`src/rtl/bfds_pkg.sv`:
```
// Shared types, constants and the ordering function of the depth sorter.
`timescale 1ns / 1ps

package bfds_pkg;

	localparam int MAX_ITEMS = 64;
	localparam int CNT_W     = $clog2(MAX_ITEMS + 1);
	localparam int COORD_W   = 24;
	localparam int DIFF_W    = COORD_W + 1;
	localparam int SQ_W      = 2 * COORD_W + 1;
	localparam int DIST_W    = 50;
	localparam int CFG_IDX_W = 2;

	typedef logic [1:0] kind_t;
	localparam kind_t KIND_APPEND = 2'd0;
	localparam kind_t KIND_ITEM   = 2'd1;
	localparam kind_t KIND_EMPTY  = 2'd2;

	typedef logic [CFG_IDX_W-1:0] cfg_idx_t;
	localparam cfg_idx_t REG_CAMERA_X = 2'd0;
	localparam cfg_idx_t REG_CAMERA_Y = 2'd1;
	localparam cfg_idx_t REG_CAMERA_Z = 2'd2;

	typedef struct packed {
		logic [DIST_W-1:0] dist_sq;
		logic [2:0]        dim;
		logic [15:0]       chunk_x;
		logic [15:0]       chunk_z;
		logic [7:0]        slot;
		logic [15:0]       handle;
		logic              xf;
	} entry_t;

	typedef struct packed {
		logic insert;
		logic shift;
	} cell_ctrl_t;

	typedef enum logic [2:0] {
		ST_IDLE,
		ST_SQ,
		ST_SUM,
		ST_INS,
		ST_DRAIN
	} state_t;

	// true when a must leave strictly ahead of b
	function automatic logic goes_before(entry_t a, entry_t b);
		if (a.dist_sq != b.dist_sq) return a.dist_sq > b.dist_sq;
		if (a.dim != b.dim) return a.dim < b.dim;
		if (a.chunk_x != b.chunk_x) return $signed(a.chunk_x) < $signed(b.chunk_x);
		if (a.chunk_z != b.chunk_z) return $signed(a.chunk_z) < $signed(b.chunk_z);
		return a.slot < b.slot;
	endfunction

endpackage

```
`src/rtl/bfds_dist.sv`:
```
// Squared distance pipeline: difference, square, sum over three stages.
`timescale 1ns / 1ps

module bfds_dist (
	input  logic                                 clk,
	input  logic                                 load,
	input  logic signed [bfds_pkg::COORD_W-1:0]  center_x,
	input  logic signed [bfds_pkg::COORD_W-1:0]  center_y,
	input  logic signed [bfds_pkg::COORD_W-1:0]  center_z,
	input  logic signed [bfds_pkg::COORD_W-1:0]  camera_x,
	input  logic signed [bfds_pkg::COORD_W-1:0]  camera_y,
	input  logic signed [bfds_pkg::COORD_W-1:0]  camera_z,
	output logic        [bfds_pkg::DIST_W-1:0]   dist_sq
);
	logic signed [bfds_pkg::DIFF_W-1:0]   dx_s1, dy_s1, dz_s1;
	logic signed [2*bfds_pkg::DIFF_W-1:0] px, py, pz;
	logic        [bfds_pkg::SQ_W-1:0]     sx_s2, sy_s2, sz_s2;
	logic        [bfds_pkg::DIST_W-1:0]   dist_s3;

	assign px = dx_s1 * dx_s1;
	assign py = dy_s1 * dy_s1;
	assign pz = dz_s1 * dz_s1;

	always_ff @(posedge clk) begin
		if (load) begin
			dx_s1 <= bfds_pkg::DIFF_W'(center_x) - bfds_pkg::DIFF_W'(camera_x);
			dy_s1 <= bfds_pkg::DIFF_W'(center_y) - bfds_pkg::DIFF_W'(camera_y);
			dz_s1 <= bfds_pkg::DIFF_W'(center_z) - bfds_pkg::DIFF_W'(camera_z);
		end
		sx_s2   <= px[bfds_pkg::SQ_W-1:0];
		sy_s2   <= py[bfds_pkg::SQ_W-1:0];
		sz_s2   <= pz[bfds_pkg::SQ_W-1:0];
		dist_s3 <= bfds_pkg::DIST_W'(sx_s2) + bfds_pkg::DIST_W'(sy_s2)
			+ bfds_pkg::DIST_W'(sz_s2);
	end

	assign dist_sq = dist_s3;
endmodule

```
`config.mk`:
```
export PLATFORM = sky130hd
export DESIGN_NAME = bfds_dist
export DESIGN_NICKNAME = d
export VERILOG_FILES = /design/src/rtl/bfds_pkg.sv /design/src/rtl/bfds_dist.sv
export SDC_FILE = /design/constraint.sdc
export NUM_CORES = 2
export LEC_CHECK = 0
export ABC_CLOCK_PERIOD_IN_PS = 9550
export BUFFER_PORTS_ARGS = -buffer_cell sky130_fd_sc_hd__buf_2
export CAP_MARGIN = 20
export CORE_UTILIZATION = 49
export DETAILED_ROUTE_END_ITERATION = 7
export PLACE_DENSITY_LB_ADDON = 0.3
export SYNTH_ARGS = -nofsm -noshare
export SYNTH_HDL_FRONTEND = slang
export SYNTH_SLANG_ARGS = --single-unit
```
`constraint.sdc`:
```
create_clock -name clk -period 9.55 [get_ports clk]
set_input_delay 0.4775 -clock clk [delete_from_list [all_inputs] [get_ports clk]]
set_output_delay 0.4775 -clock clk [all_outputs]
set_load 0.02 [all_outputs]
```
==> impl_results.md <==
- Final Skew: 0.0223 ns
- Number of global-route vias before repair: 55.7k
- CTS Sinks: 269
- First-pass GRT wire length: 296000 um
- Final Util: 0.524
- Pin count of the biggest net entering global routing: 50
- Antenna-violating nets left: 0
- Dominant cell type by area after synthesis: fa_1
- Final number of setup-violating endpoints: 0
- RSZ-0062 raised after global routing: false
- Clk Tree Root Cell: clkbuf_16
- Commonest non-fill, non-tap cell in the layout: inv_1
- Worst r2r dst: sz_s2[48]$_DFF_P_
- Setup Total Neg Slack: 0 ns
- Die Y: 390 um
- Dpl cells: 9667
- Slew Limit Fails: 0
- CTS Hold Bufs: 0
- Synth cell types: 82
- Syn. warnings: 0
- Overall global routing resource usage: 0.250
- Initial antenna violation count: 7
- Worst Setup EP: sz_s2[48]$_DFF_P_
- Crit path capture type: flop
- IO Pins: 196
- Ant. Diodes: 0
- DR vias: 49.7k
- Startpoint types: flop
- Post-synthesis register bit count: 269
- Layout fillers: 13.5k
- Crit path arrival time: 8.95 ns
- Crit path kind: reg2reg
- DR vias/cell: 5.11
- Starting density of the core: 0.493
- Register Area: 6140 um2
- Gr ovfl total: 0
- Worst R2R Setup Slack: 1.06 ns
- Synth top area share: 0.501
- Final hold violations: 0
- Placed Instance Area: 77200 um2
- DRC Markers: 0
- Max Fclk: 118 MHz
- Layout cells sized above 1: 0.0492
- Tmin final: 8.49 ns
- Die Width: 390 um
- Largest cells by area after synthesis: fa_1 50%, inv_1 11%, ha_1 9.7%
- Worst hold-check path type: in2reg
- Period utilization: 0.889
- Num CTS Buffers: 37
- Routed length per instance: 18.4 um
- Worst setup startpoint: dz_s1[3]$_DFFE_PP_
- Row count: 142
- Seq/Total Area, Yosys: 0.0832
- Clock Latency Late Sink: 0.60 ns
- Mapped Cells: 7573
- Most frequent cells in the layout: 2220 x inv_1, 1847 x fa_1, 617 x nand2_1
- Final-stage net count: 10.3k
- Post-Route WL: 179000 um
- Design Area, Final: 78500 um2
- CP required: 10.01 ns
- Port Buffer Count: 195
- Post-CTS Repair Setup Buffers: 0
- Clock tree buffer depth: 3
- Ys async rst share: 0
- GPL Wtd Cong: 0.948
- Initial drt markers: 3096
- Worst slew margin: 0.248
- TritonCTS clock tree: yes
- Ys flop type: dfxtp_1
- Multi-input gate area: 58600 um2
- Core footprint: 150000 um2
- Worst slew pin tran: 1.13 ns
- Area Overhead vs Synth: 6.34%
- Max_cap viols: 0
- DRT Pass-1 Iters: 5
- HPWL Detailed: 154000 um
- H-tree Lvls: 2
- Clk pin slew, worst setup/hold paths: 0.05 ns
- Mapped Area: 73800 um2
- Average size of a mapped cell: 9.74 um2
- Worst r2r src: dz_s1[3]$_DFFE_PP_
- Post-synth EDFFs: 75
- # resized after CTS: 0
- Die area: 152000 um2
- Status: finished, final reports clean
- Layout Cells excl Fill: 9735
- Crit-path max FO: 16
- R2R depth: 25
-- stage by stage --
step,worst slack [ns],hold slack [ns]
2_1_floorplan,2.10,0.366
3_3_place_gp,1.23,0.600
3_5_place_dp,1.14,0.595
4_1_cts,1.11,0.225
5_1_grt,0.580,0.279
6_report,1.06,0.264
-- layer usage --
layer  GRT usage  share of wire
met1       0.338           0.42
met2       0.412           0.48
met3      0.0450          0.075
met4      0.0694          0.031
met5           0        0.00023
-- logic make-up (layout without fill, tap and decap cells) --
group / Yosys count / in the layout / synth area share
compound gates: 683 / 683 / 0.0613
simple gates: 1469 / 1469 / 0.0971
fa+ha+maj: 2418 / 2418 / 0.598
mux: 8 / 8 / 0.00110
other cells: 1 / 3 / 0.0000508
buf+inv: 2420 / 2564 / 0.123
xor+xnor: 305 / 305 / 0.0362
flops: 269 / 269 / 0.0832
-- state kept, by name, indices dropped and copies added, names as in the netlist --
name,cells
dz_s1,25
sz_s2,48
sx_s2,48
dy_s1,25
dist_sq,50
dx_s1,25
sy_s2,48
-- layout make-up --
| class | count | area share |
|---|---|---|
| tap | 2016 | 0.0321 |
| multi-input combinational | 4886 | 0.746 |
| sequential | 269 | 0.0782 |
| timing repair buffer | 277 | 0.0207 |
| inverter | 2221 | 0.106 |
| clock inverter | 22 | 0.00309 |
| clock buffer | 44 | 0.0132 |
-- critical path, stage by stage, from the launching register on --
cell and delay, ns:
edfxtp_1 0.86, inv_1 0.43, nor2_1 0.32, fa_1 0.47
fa_1 0.52, fa_1 0.55, inv_1 0.05, fa_1 0.50
inv_1 0.05, fa_1 0.48, fa_1 0.49, inv_1 0.05
fa_1 0.49, inv_1 0.05, ha_1 0.37, a21oi_1 0.21
o21ai_1 0.22, nor3_1 0.26, o211ai_1 0.18, a311o_1 0.43
a221o_1 0.39, a211o_1 0.31, a31oi_2 0.31, a31oi_1 0.15
nor2_1 0.13, xnor2_1 0.07
-- cell usage after synthesis (all sizes together) (6+ instances only) --
cell type,number
o211ai,9
nand3,43
clkbuf,197
o21a,30
nand3b,8
nor2,175
nor2b,89
nand4,23
inv,2220
o31a,6
mux2i,7
a31o,11
a31oi,24
and3,29
xor2,96
edfxtp,75
and4,8
o21bai,32
fa,1847
a2111oi,6
and2,368
nor3,31
ha,571
a41oi,6
a21o,136
a211oi,22
o31ai,9
dfxtp,194
a221o,6
o311a,6
o21ai,125
xnor2,209
nand2b,51
a21oi,212
or2,7
or3,8
nand2,617
-- worst min-delay path by stage --
stage                  startpoint                 end  slack (ns)  depth (start not counted)
2_1_floorplan  dx_s1[0]$_DFFE_PP_    sx_s2[0]$_DFF_P_        0.37                          0
3_3_place_gp     sx_s2[0]$_DFF_P_  dist_sq[1]$_DFF_P_        0.60                          3
3_5_place_dp     sx_s2[0]$_DFF_P_  dist_sq[0]$_DFF_P_        0.59                          3
4_1_cts               camera_y[0]  dy_s1[0]$_DFFE_PP_        0.23                          3
5_1_grt               camera_y[0]  dy_s1[0]$_DFFE_PP_        0.28                          3
6_report              camera_y[0]  dy_s1[0]$_DFFE_PP_        0.26                          3
Power is not shown: default switching activity piles up to over one toggle a cycle in this logic, so the estimate is an artifact.
