## src/rtl/bfds_pkg.sv

```systemverilog
// Shared types, constants and the ordering function of the depth sorter.
`timescale 1ns / 1ps

package bfds_pkg;

	localparam int MAX_ITEMS = 64;
	localparam int CNT_W     = $clog2(MAX_ITEMS + 1);
	localparam int COORD_W   = 24;
	localparam int DIFF_W    = COORD_W + 1;
	localparam int SQ_W      = 2 * COORD_W + 1;
	localparam int DIST_W    = 50;
	localparam int CFG_IDX_W = 2;

	typedef logic [1:0] kind_t;
	localparam kind_t KIND_APPEND = 2'd0;
	localparam kind_t KIND_ITEM   = 2'd1;
	localparam kind_t KIND_EMPTY  = 2'd2;

	typedef logic [CFG_IDX_W-1:0] cfg_idx_t;
	localparam cfg_idx_t REG_CAMERA_X = 2'd0;
	localparam cfg_idx_t REG_CAMERA_Y = 2'd1;
	localparam cfg_idx_t REG_CAMERA_Z = 2'd2;

	typedef struct packed {
		logic [DIST_W-1:0] dist_sq;
		logic [2:0]        dim;
		logic [15:0]       chunk_x;
		logic [15:0]       chunk_z;
		logic [7:0]        slot;
		logic [15:0]       handle;
		logic              xf;
	} entry_t;

	typedef struct packed {
		logic insert;
		logic shift;
	} cell_ctrl_t;

	typedef enum logic [2:0] {
		ST_IDLE,
		ST_SQ,
		ST_SUM,
		ST_INS,
		ST_DRAIN
	} state_t;

	// true when a must leave strictly ahead of b
	function automatic logic goes_before(entry_t a, entry_t b);
		if (a.dist_sq != b.dist_sq) return a.dist_sq > b.dist_sq;
		if (a.dim != b.dim) return a.dim < b.dim;
		if (a.chunk_x != b.chunk_x) return $signed(a.chunk_x) < $signed(b.chunk_x);
		if (a.chunk_z != b.chunk_z) return $signed(a.chunk_z) < $signed(b.chunk_z);
		return a.slot < b.slot;
	endfunction

endpackage

```

## src/rtl/bfds_cell.sv

```systemverilog
// One sorting cell: holds an entry, inserts the new entry or its neighbour's, or shifts forward.
`timescale 1ns / 1ps

module bfds_cell (
	input  logic                   clk,
	input  bfds_pkg::cell_ctrl_t   ctrl,
	input  logic                   occupied,
	input  bfds_pkg::entry_t       new_entry,
	input  logic                   prev_ins,
	input  bfds_pkg::entry_t       prev_entry,
	input  bfds_pkg::entry_t       next_entry,
	output logic                   ins,
	output bfds_pkg::entry_t       entry
);
	bfds_pkg::entry_t entry_q;

	assign ins   = !occupied || bfds_pkg::goes_before(new_entry, entry_q);
	assign entry = entry_q;

	always_ff @(posedge clk) begin
		if (ctrl.shift) begin
			entry_q <= next_entry;
		end else if (ctrl.insert && ins) begin
			entry_q <= prev_ins ? prev_entry : new_entry;
		end
	end
endmodule

```

## config.mk

```make
export PLATFORM = sky130hd
export DESIGN_NAME = bfds_cell
export DESIGN_NICKNAME = d
export VERILOG_FILES = /design/src/rtl/bfds_pkg.sv /design/src/rtl/bfds_cell.sv
export SDC_FILE = /design/constraint.sdc
export NUM_CORES = 1
export LEC_CHECK = 0
export BUFFER_PORTS_ARGS = -buffer_cell sky130_fd_sc_hd__buf_4
export CAP_MARGIN = 20
export CORE_AREA = 2 2 171 173
export DETAILED_ROUTE_END_ITERATION = 10
export DIE_AREA = 0 0 173 175
export HOLD_SLACK_MARGIN = 0.03
export SLEW_MARGIN = 25
export SYNTH_ARGS = -nofsm -noshare
export SYNTH_HDL_FRONTEND = slang
export SYNTH_SLANG_ARGS = --single-unit
```

## constraint.sdc

```tcl
create_clock -name clk -period 5.8 [get_ports clk]
set_clock_uncertainty 0.15 [all_clocks]
set_input_delay 0.58 -clock clk [delete_from_list [all_inputs] [get_ports clk]]
set_output_delay 0.58 -clock clk [all_outputs]
set_load 0.02 [all_outputs]
```

==> results of run 1 <==
-- cells in the mapped netlist, types with 2 or more instances --
master | number | share of area
inv_1 | 96 | 0.046
o21ai_0 | 123 | 0.078
nand2b_1 | 2 | 0.0016
o211ai_1 | 2 | 0.0019
clkbuf_1 | 34 | 0.016
nand2_1 | 123 | 0.058
a21oi_1 | 26 | 0.016
ha_1 | 92 | 0.15
edfxtp_1 | 110 | 0.42
a211oi_1 | 6 | 0.0057
nand3_1 | 7 | 0.0044
mux2i_1 | 110 | 0.14
buf_1 | 2 | 0.00095
o21a_1 | 4 | 0.0038
a21o_1 | 12 | 0.011
nor3_1 | 3 | 0.0019
nor4_1 | 4 | 0.0032
a2111oi_0 | 2 | 0.0022
nand4_1 | 18 | 0.014
nor2b_1 | 5 | 0.0040
nor2_1 | 10 | 0.0048
-- cells by family (layout without fill, tap and decap cells) --
kind of cell | after synthesis | after routing | share of synthesized area
AOI/OAI and AO/OA | 188 | 188 | 0.135
and+or+nand+nor | 178 | 178 | 0.0985
buffers and inverters | 132 | 562 | 0.0627
muxes | 110 | 110 | 0.139
DFF | 110 | 110 | 0.418
adders and majority gates | 92 | 92 | 0.146
-- worst min path at each step --
stage | from | to | slack, ns
after floorplan | next_entry[107] | entry[107] | 0.62
after global routing | next_entry[61] | entry[61] | 0.34
final | next_entry[84] | entry[84] | 0.35
after CTS | next_entry[102] | entry[102] | 0.33
after detailed placement | next_entry[31] | entry[31] | 0.71
after global placement | next_entry[82] | entry[82] | 0.71
-- power breakdown --
group	switching, mW	internal [mW]
logic	0.440	0.404
registers	0.0483	0.983
clock network	0.302	0.339
total	0.790	1.73
-- worst reg2reg max path: stages (launching register included) --
cell and delay [ns]:
edfxtp_1 0.43, inv_1 0.08, ha_1 0.23, a21o_1 0.18
a2111oi_0 0.39, o21ai_0 0.15, o32ai_1 0.43, o311a_1 0.19
a21boi_1 0.25, a221o_4 0.45, buf_4 0.54
-- per-layer routing --
metal  routed length [µm]  vias to the layer above  part of all wire
met1                12300                     3444              0.42
li1                     -                     3759                 -
met2                15000                      252              0.51
met5                    0                        -                 0
met4                  479                        0             0.016
met3                 1690                       26             0.057
-- area by class of cell --
class,count,area share
Tap cell,384,0.0402
Clock buffer,10,0.0191
Multi-Input combinational cell,568,0.344
Inverter,96,0.0301
Clock inverter,6,0.00575
Sequential cell,110,0.276
Timing Repair Buffer,450,0.285
==> impl_metrics.ini, run 1 <==
[grt]
grt-ovfl-total = 0
gr-usage-met1 = 0.228
use_met3 = 0.0420
grt_use_met2 = 0.338
grt_usage = 0.189
busiest_layer = met2
grt_pass1_wl_um = 44000
grt_max_degree = 110
antenna_found_initial = 0
grt_pass1_vias = 7592

[placed_design]
pre_cts_ws_ns = 0.976
hpwl_um = 24200
io_buffer_count = 445
place_area_um2 = 11600
gp_congestion = 0.855
placed_cells = 1607

[layout]
register_area_um2 = 3300
finalNetCount = 1662
syn_to_final_growth_pct = 51.4
num-fill-cells = 2874
fin_cells = 1624
post-route-util = 0.421
largest_register_ff_count = 110
layout-drive-gt1-share = 0.379
antennaDiodeCount = 0
final_cell_mix = buf_4 (447), nand2_1 (123), o21ai_0 (123)
final_common_cell = buf_4
multi_input_area_um2 = 4110
fin_area_um2 = 12000

[logic_synthesis]
syn_avg_cell_area_um2 = 9.75
syn-num-nets = 1237
synth_edf_count = 110
synth_warnings = 0
synth_ff_type = edfxtp_1
synth-seq-cells = 110
synth_cell_types = 40
syn-instance-count = 810
yosysSeqAreaShare = 0.418
ys_async_sr_fraction = 0
netlist_area_um2 = 7900

[pwr]
p_total_mw = 2.52
leakage_nw = 5.95
pwr_density_cell_nw_per_um2 = 210
vdd_drop_max_mv = 0.114

[drt]
drt_wl_total_um = 29500
drc_errors = 0
wl_per_cell_um = 18.1
first_pass_iters = 6
ant_nets = 0
num_vias = 7481
via_per_inst = 4.61
drt_iter0_drc = 366

[timing]
slew_violations = 0
fin_crit_sh = 0.665
setup_ws_ns = 1.94
max-slew-margin-rel = 0.289
rsz0062_at_grt = no
tightest_slew_ns = 1.07
fmax_mhz = 259
fin_tns_setup_ns = 0
setup_viol = 0
period_needed_ns = 3.86
finalHoldViolations = 0
whs_ns = 0.353

[critical_path]
critPathArrivalTime_ns = 3.70
crit_fanout = 37
cp_top_family = compound AO/OA/AOI/OAI gates
cp.depth = 10
path_buf_inv = 2
crit_required_ns = 5.64
start_kind = register
reg2regPathDepth = 10
slowest_stage = buf_4
criticalPathCategory = register to register
rrSetupSlack_ns = 1.94
critPathLaunch = entry[54]
end_kind = register
path_cells = inv_1, ha_1, a21o_1, a2111oi_0, o21ai_0, o32ai_1, o311a_1, a21boi_1, a221o_4, buf_4
max_stage_delay_ns = 0.52
rr_startpoint = entry[54]
rr_endpoint = entry[31]
critPathCapture = entry[31]

[clock_tree]
clkTransAtPathRegs_ns = 0.08
cts_resized = 0
tritoncts = yes
cts_buffers = 9
insertion_delay_ns = 0.35
ctsHoldBuffers = 0
cts_sinks = 110
cts_root_buf = clkbuf_16
clock_path_buffers = 2
postCtsSetupRepairBufs = 0
htreeDepth = 3

[die]
dieArea_um2 = 30300
rows = 62
ioPinCount = 446
die-width_um = 173
initial_utilization = 0.278
core_um2 = 28400
dieHeight_um = 175

[worst_hold_path]
hold_class = input pin to register
hold_depth = 3

[job]
maxCapViolCount = 0

[run_status]
status = finished, final reports clean
Note: power is estimated with default switching activity, not from simulation.
==> run 2, diff against run 1 <==
Settings changed: ABC_AREA set to 1, CORE_AREA 2 2 171 173 to 2 2 175 177, DIE_AREA 0 0 173 175 to 0 0 177 179.
Clock period 5.8 ns to 3.4 ns, I/O delays scaled along.
==> run 2 against run 1 <==
Net effect: maximum frequency up 28%; routed wire length is 6.0% higher; synthesized cell count is 25% higher; total power rose by 71%; hold slack got worse by 0.21 ns; first-iteration DRC count increased by 14%; non-clock buffer count up 6; largest cell class unchanged; register-to-register slack worse by 1.6 ns; clock power rose by 68%; flip-flop and latch count is the same; worst setup slack got worse by 1.6 ns; critical path type unchanged.
==> impl_metrics.ini, run 2 <==
[run_status]
status = finished, final reports clean

[drt]
wl_per_cell_um = 17.0
num_vias = 8533
drt_wl_total_um = 31300
via_per_inst = 4.65
drc_errors = 0
ant_nets = 0
drt_iter0_drc = 417
first_pass_iters = 5

[layout]
antennaDiodeCount = 0
fin_cells = 1834
largest_register_ff_count = 110
num-fill-cells = 3080
final_common_cell = buf_4
final_cell_mix = buf_4 (452), a21oi_1 (255), nand2_1 (192)
syn_to_final_growth_pct = 51.0
layout-drive-gt1-share = 0.341
post-route-util = 0.402
fin_area_um2 = 12100
finalNetCount = 1860

[critical_path]
start_kind = register
end_kind = register
path_buf_inv = 3
critPathArrivalTime_ns = 2.91
rrSetupSlack_ns = 0.38
slowest_stage = edfxtp_1
cp_top_family = simple AND/OR/NAND/NOR gates
path_cells = inv_1, ha_1, nand2_1, inv_1, nand3_1, nor2_1, nand3_1, a21oi_1, nand2_1, nand3_1, nand2_1, nand3_2, nand2_1, nand2_4, buf_12
crit_required_ns = 3.30
crit_top_cell = nand2_1
crit_fanout = 39
criticalPathCategory = register to register
max_stage_delay_ns = 0.36

[placed_design]
io_buffer_count = 445
hpwl_um = 24800
place_area_um2 = 11800
gp_congestion = 0.855
pre_cts_ws_ns = 0.0999
placed_cells = 1818

[timing]
period_needed_ns = 3.02
whs_ns = 0.139
finalHoldViolations = 0
slew_violations = 0
max-slew-margin-rel = 0.509
setup_ws_ns = 0.382
fin_crit_sh = 0.888
rsz0062_at_grt = no
fin_tns_setup_ns = 0
tightest_slew_ns = 0.736
fmax_mhz = 331
setup_viol = 0

[logic_synthesis]
synth_cell_types = 31
syn-instance-count = 1014
syn_avg_cell_area_um2 = 7.89
yosysTopAreaCell = edfxtp_1
yosysSeqAreaShare = 0.413
synthTopCellsByCount = a21oi_1 (255), nand2_1 (193), nor2_1 (131), inv_1 (117), edfxtp_1 (110)
syn-num-nets = 1441
synth_ff_type = edfxtp_1
synth-seq-cells = 110
synth_warnings = 0
netlist_area_um2 = 8000
synth_top_area_frac = 0.413
ys_top_cells_by_area = edfxtp_1 (41%), a21oi_1 (16%), ha_1 (14%)
synth.most_common_cell = a21oi_1
ys_async_sr_fraction = 0
synth_edf_count = 110

[pwr]
leakage_nw = 6.04
comb_power_share = 0.344
swShare = 0.337
vdd_drop_max_mv = 0.219
internal-power_mw = 2.85
seqPwrFrac = 0.405
p_sw_mw = 1.45
p_total_mw = 4.30
pwr_density_cell_nw_per_um2 = 356
p_clk_frac = 0.251

[clock_tree]
cts_buffers = 9
postCtsSetupRepairBufs = 0
htreeDepth = 3
insertion_delay_ns = 0.36
ctsHoldBuffers = 0
cts_root_buf = clkbuf_16
cts_sinks = 110
clock_path_buffers = 2
clkTransAtPathRegs_ns = 0.09
cts_resized = 0
tritoncts = yes

[grt]
grt_pass1_vias = 8222
antenna_found_initial = 1
grt-ovfl-total = 0
grt_usage = 0.188
grt_pass1_wl_um = 45600
grt_max_degree = 59

[die]
die-width_um = 177
dieArea_um2 = 31700
rows = 64
initial_utilization = 0.266
ioPinCount = 446
dieHeight_um = 179
core_um2 = 30000

[job]
maxCapViolCount = 0

[worst_hold_path]
hold_class = input pin to register
## run 2: changes by cell type after synthesis, moves of 11 or more
cell / delta
nand2_1: +70
nand4_1: -15
mux2i_1: -110
o21ai_1: +11
a21oi_1: +229
a21o_1: -11
o21ai_0: -121
nor2_1: +121
inv_1: +21
nand3_1: +12
## run 2: power by group through the flow
| stage | combinational, mW | clock [mW] | sequential (mW) |
|---|---|---|---|
| 2_1_floorplan | 0.569 | 0 | 1.93 |
| 3_3_place_gp | 1.48 | 0 | 1.77 |
| 3_5_place_dp | 1.49 | 0 | 1.78 |
| 4_1_cts | 1.50 | 1.12 | 1.75 |
| 5_1_grt | 1.64 | 1.16 | 1.76 |
| 6_report | 1.48 | 1.08 | 1.74 |
## run 2: worst register-to-register path: stages, from the launching register on
cell and delay [ns]:
edfxtp_1 0.36, inv_1 0.05, ha_1 0.31, nand2_1 0.09
inv_1 0.06, nand3_1 0.08, nor2_1 0.20, nand3_1 0.20
a21oi_1 0.19, nand2_1 0.12, nand3_1 0.11, nand2_1 0.07
nand3_2 0.07, nand2_1 0.08, nand2_4 0.25, buf_12 0.30
## run 2: layout make-up
type                            count  area [µm²]  share of cell area
Multi-Input combinational cell    731        4050               0.336
Sequential cell                   110        3300               0.273
Timing Repair Buffer              456        3470               0.287
Clock buffer                        9         225              0.0186
Tap cell                          396         495              0.0410
Inverter                          125         474              0.0393
Clock inverter                      7        56.3             0.00466
## run 2: cells by family after synthesis
| kind of cell | synth area share |
|---|---|
| simple gates | 0.183 |
| compound gates | 0.179 |
| buf+inv | 0.0812 |
| flops | 0.413 |
| fa+ha+maj | 0.144 |
## run 2: metal layers
| layer | track usage | vias up | part of all wire |
|---|---|---|---|
| met3 | 0.0450 | 39 | 0.078 |
| met5 | 0 | - | 0.00042 |
| met2 | 0.337 | 337 | 0.50 |
| met4 | 0.0692 | 2 | 0.026 |
| li1 | - | 4248 | - |
| met1 | 0.218 | 3907 | 0.40 |
## run 2: worst paths after layout
kind	from	to	cells after the start
min	next_entry[92]	entry[92]	3
max reg2reg	entry[56]	entry[23]	15
max	entry[56]	entry[23]	15
min reg2reg	entry[57]	entry[104]	7
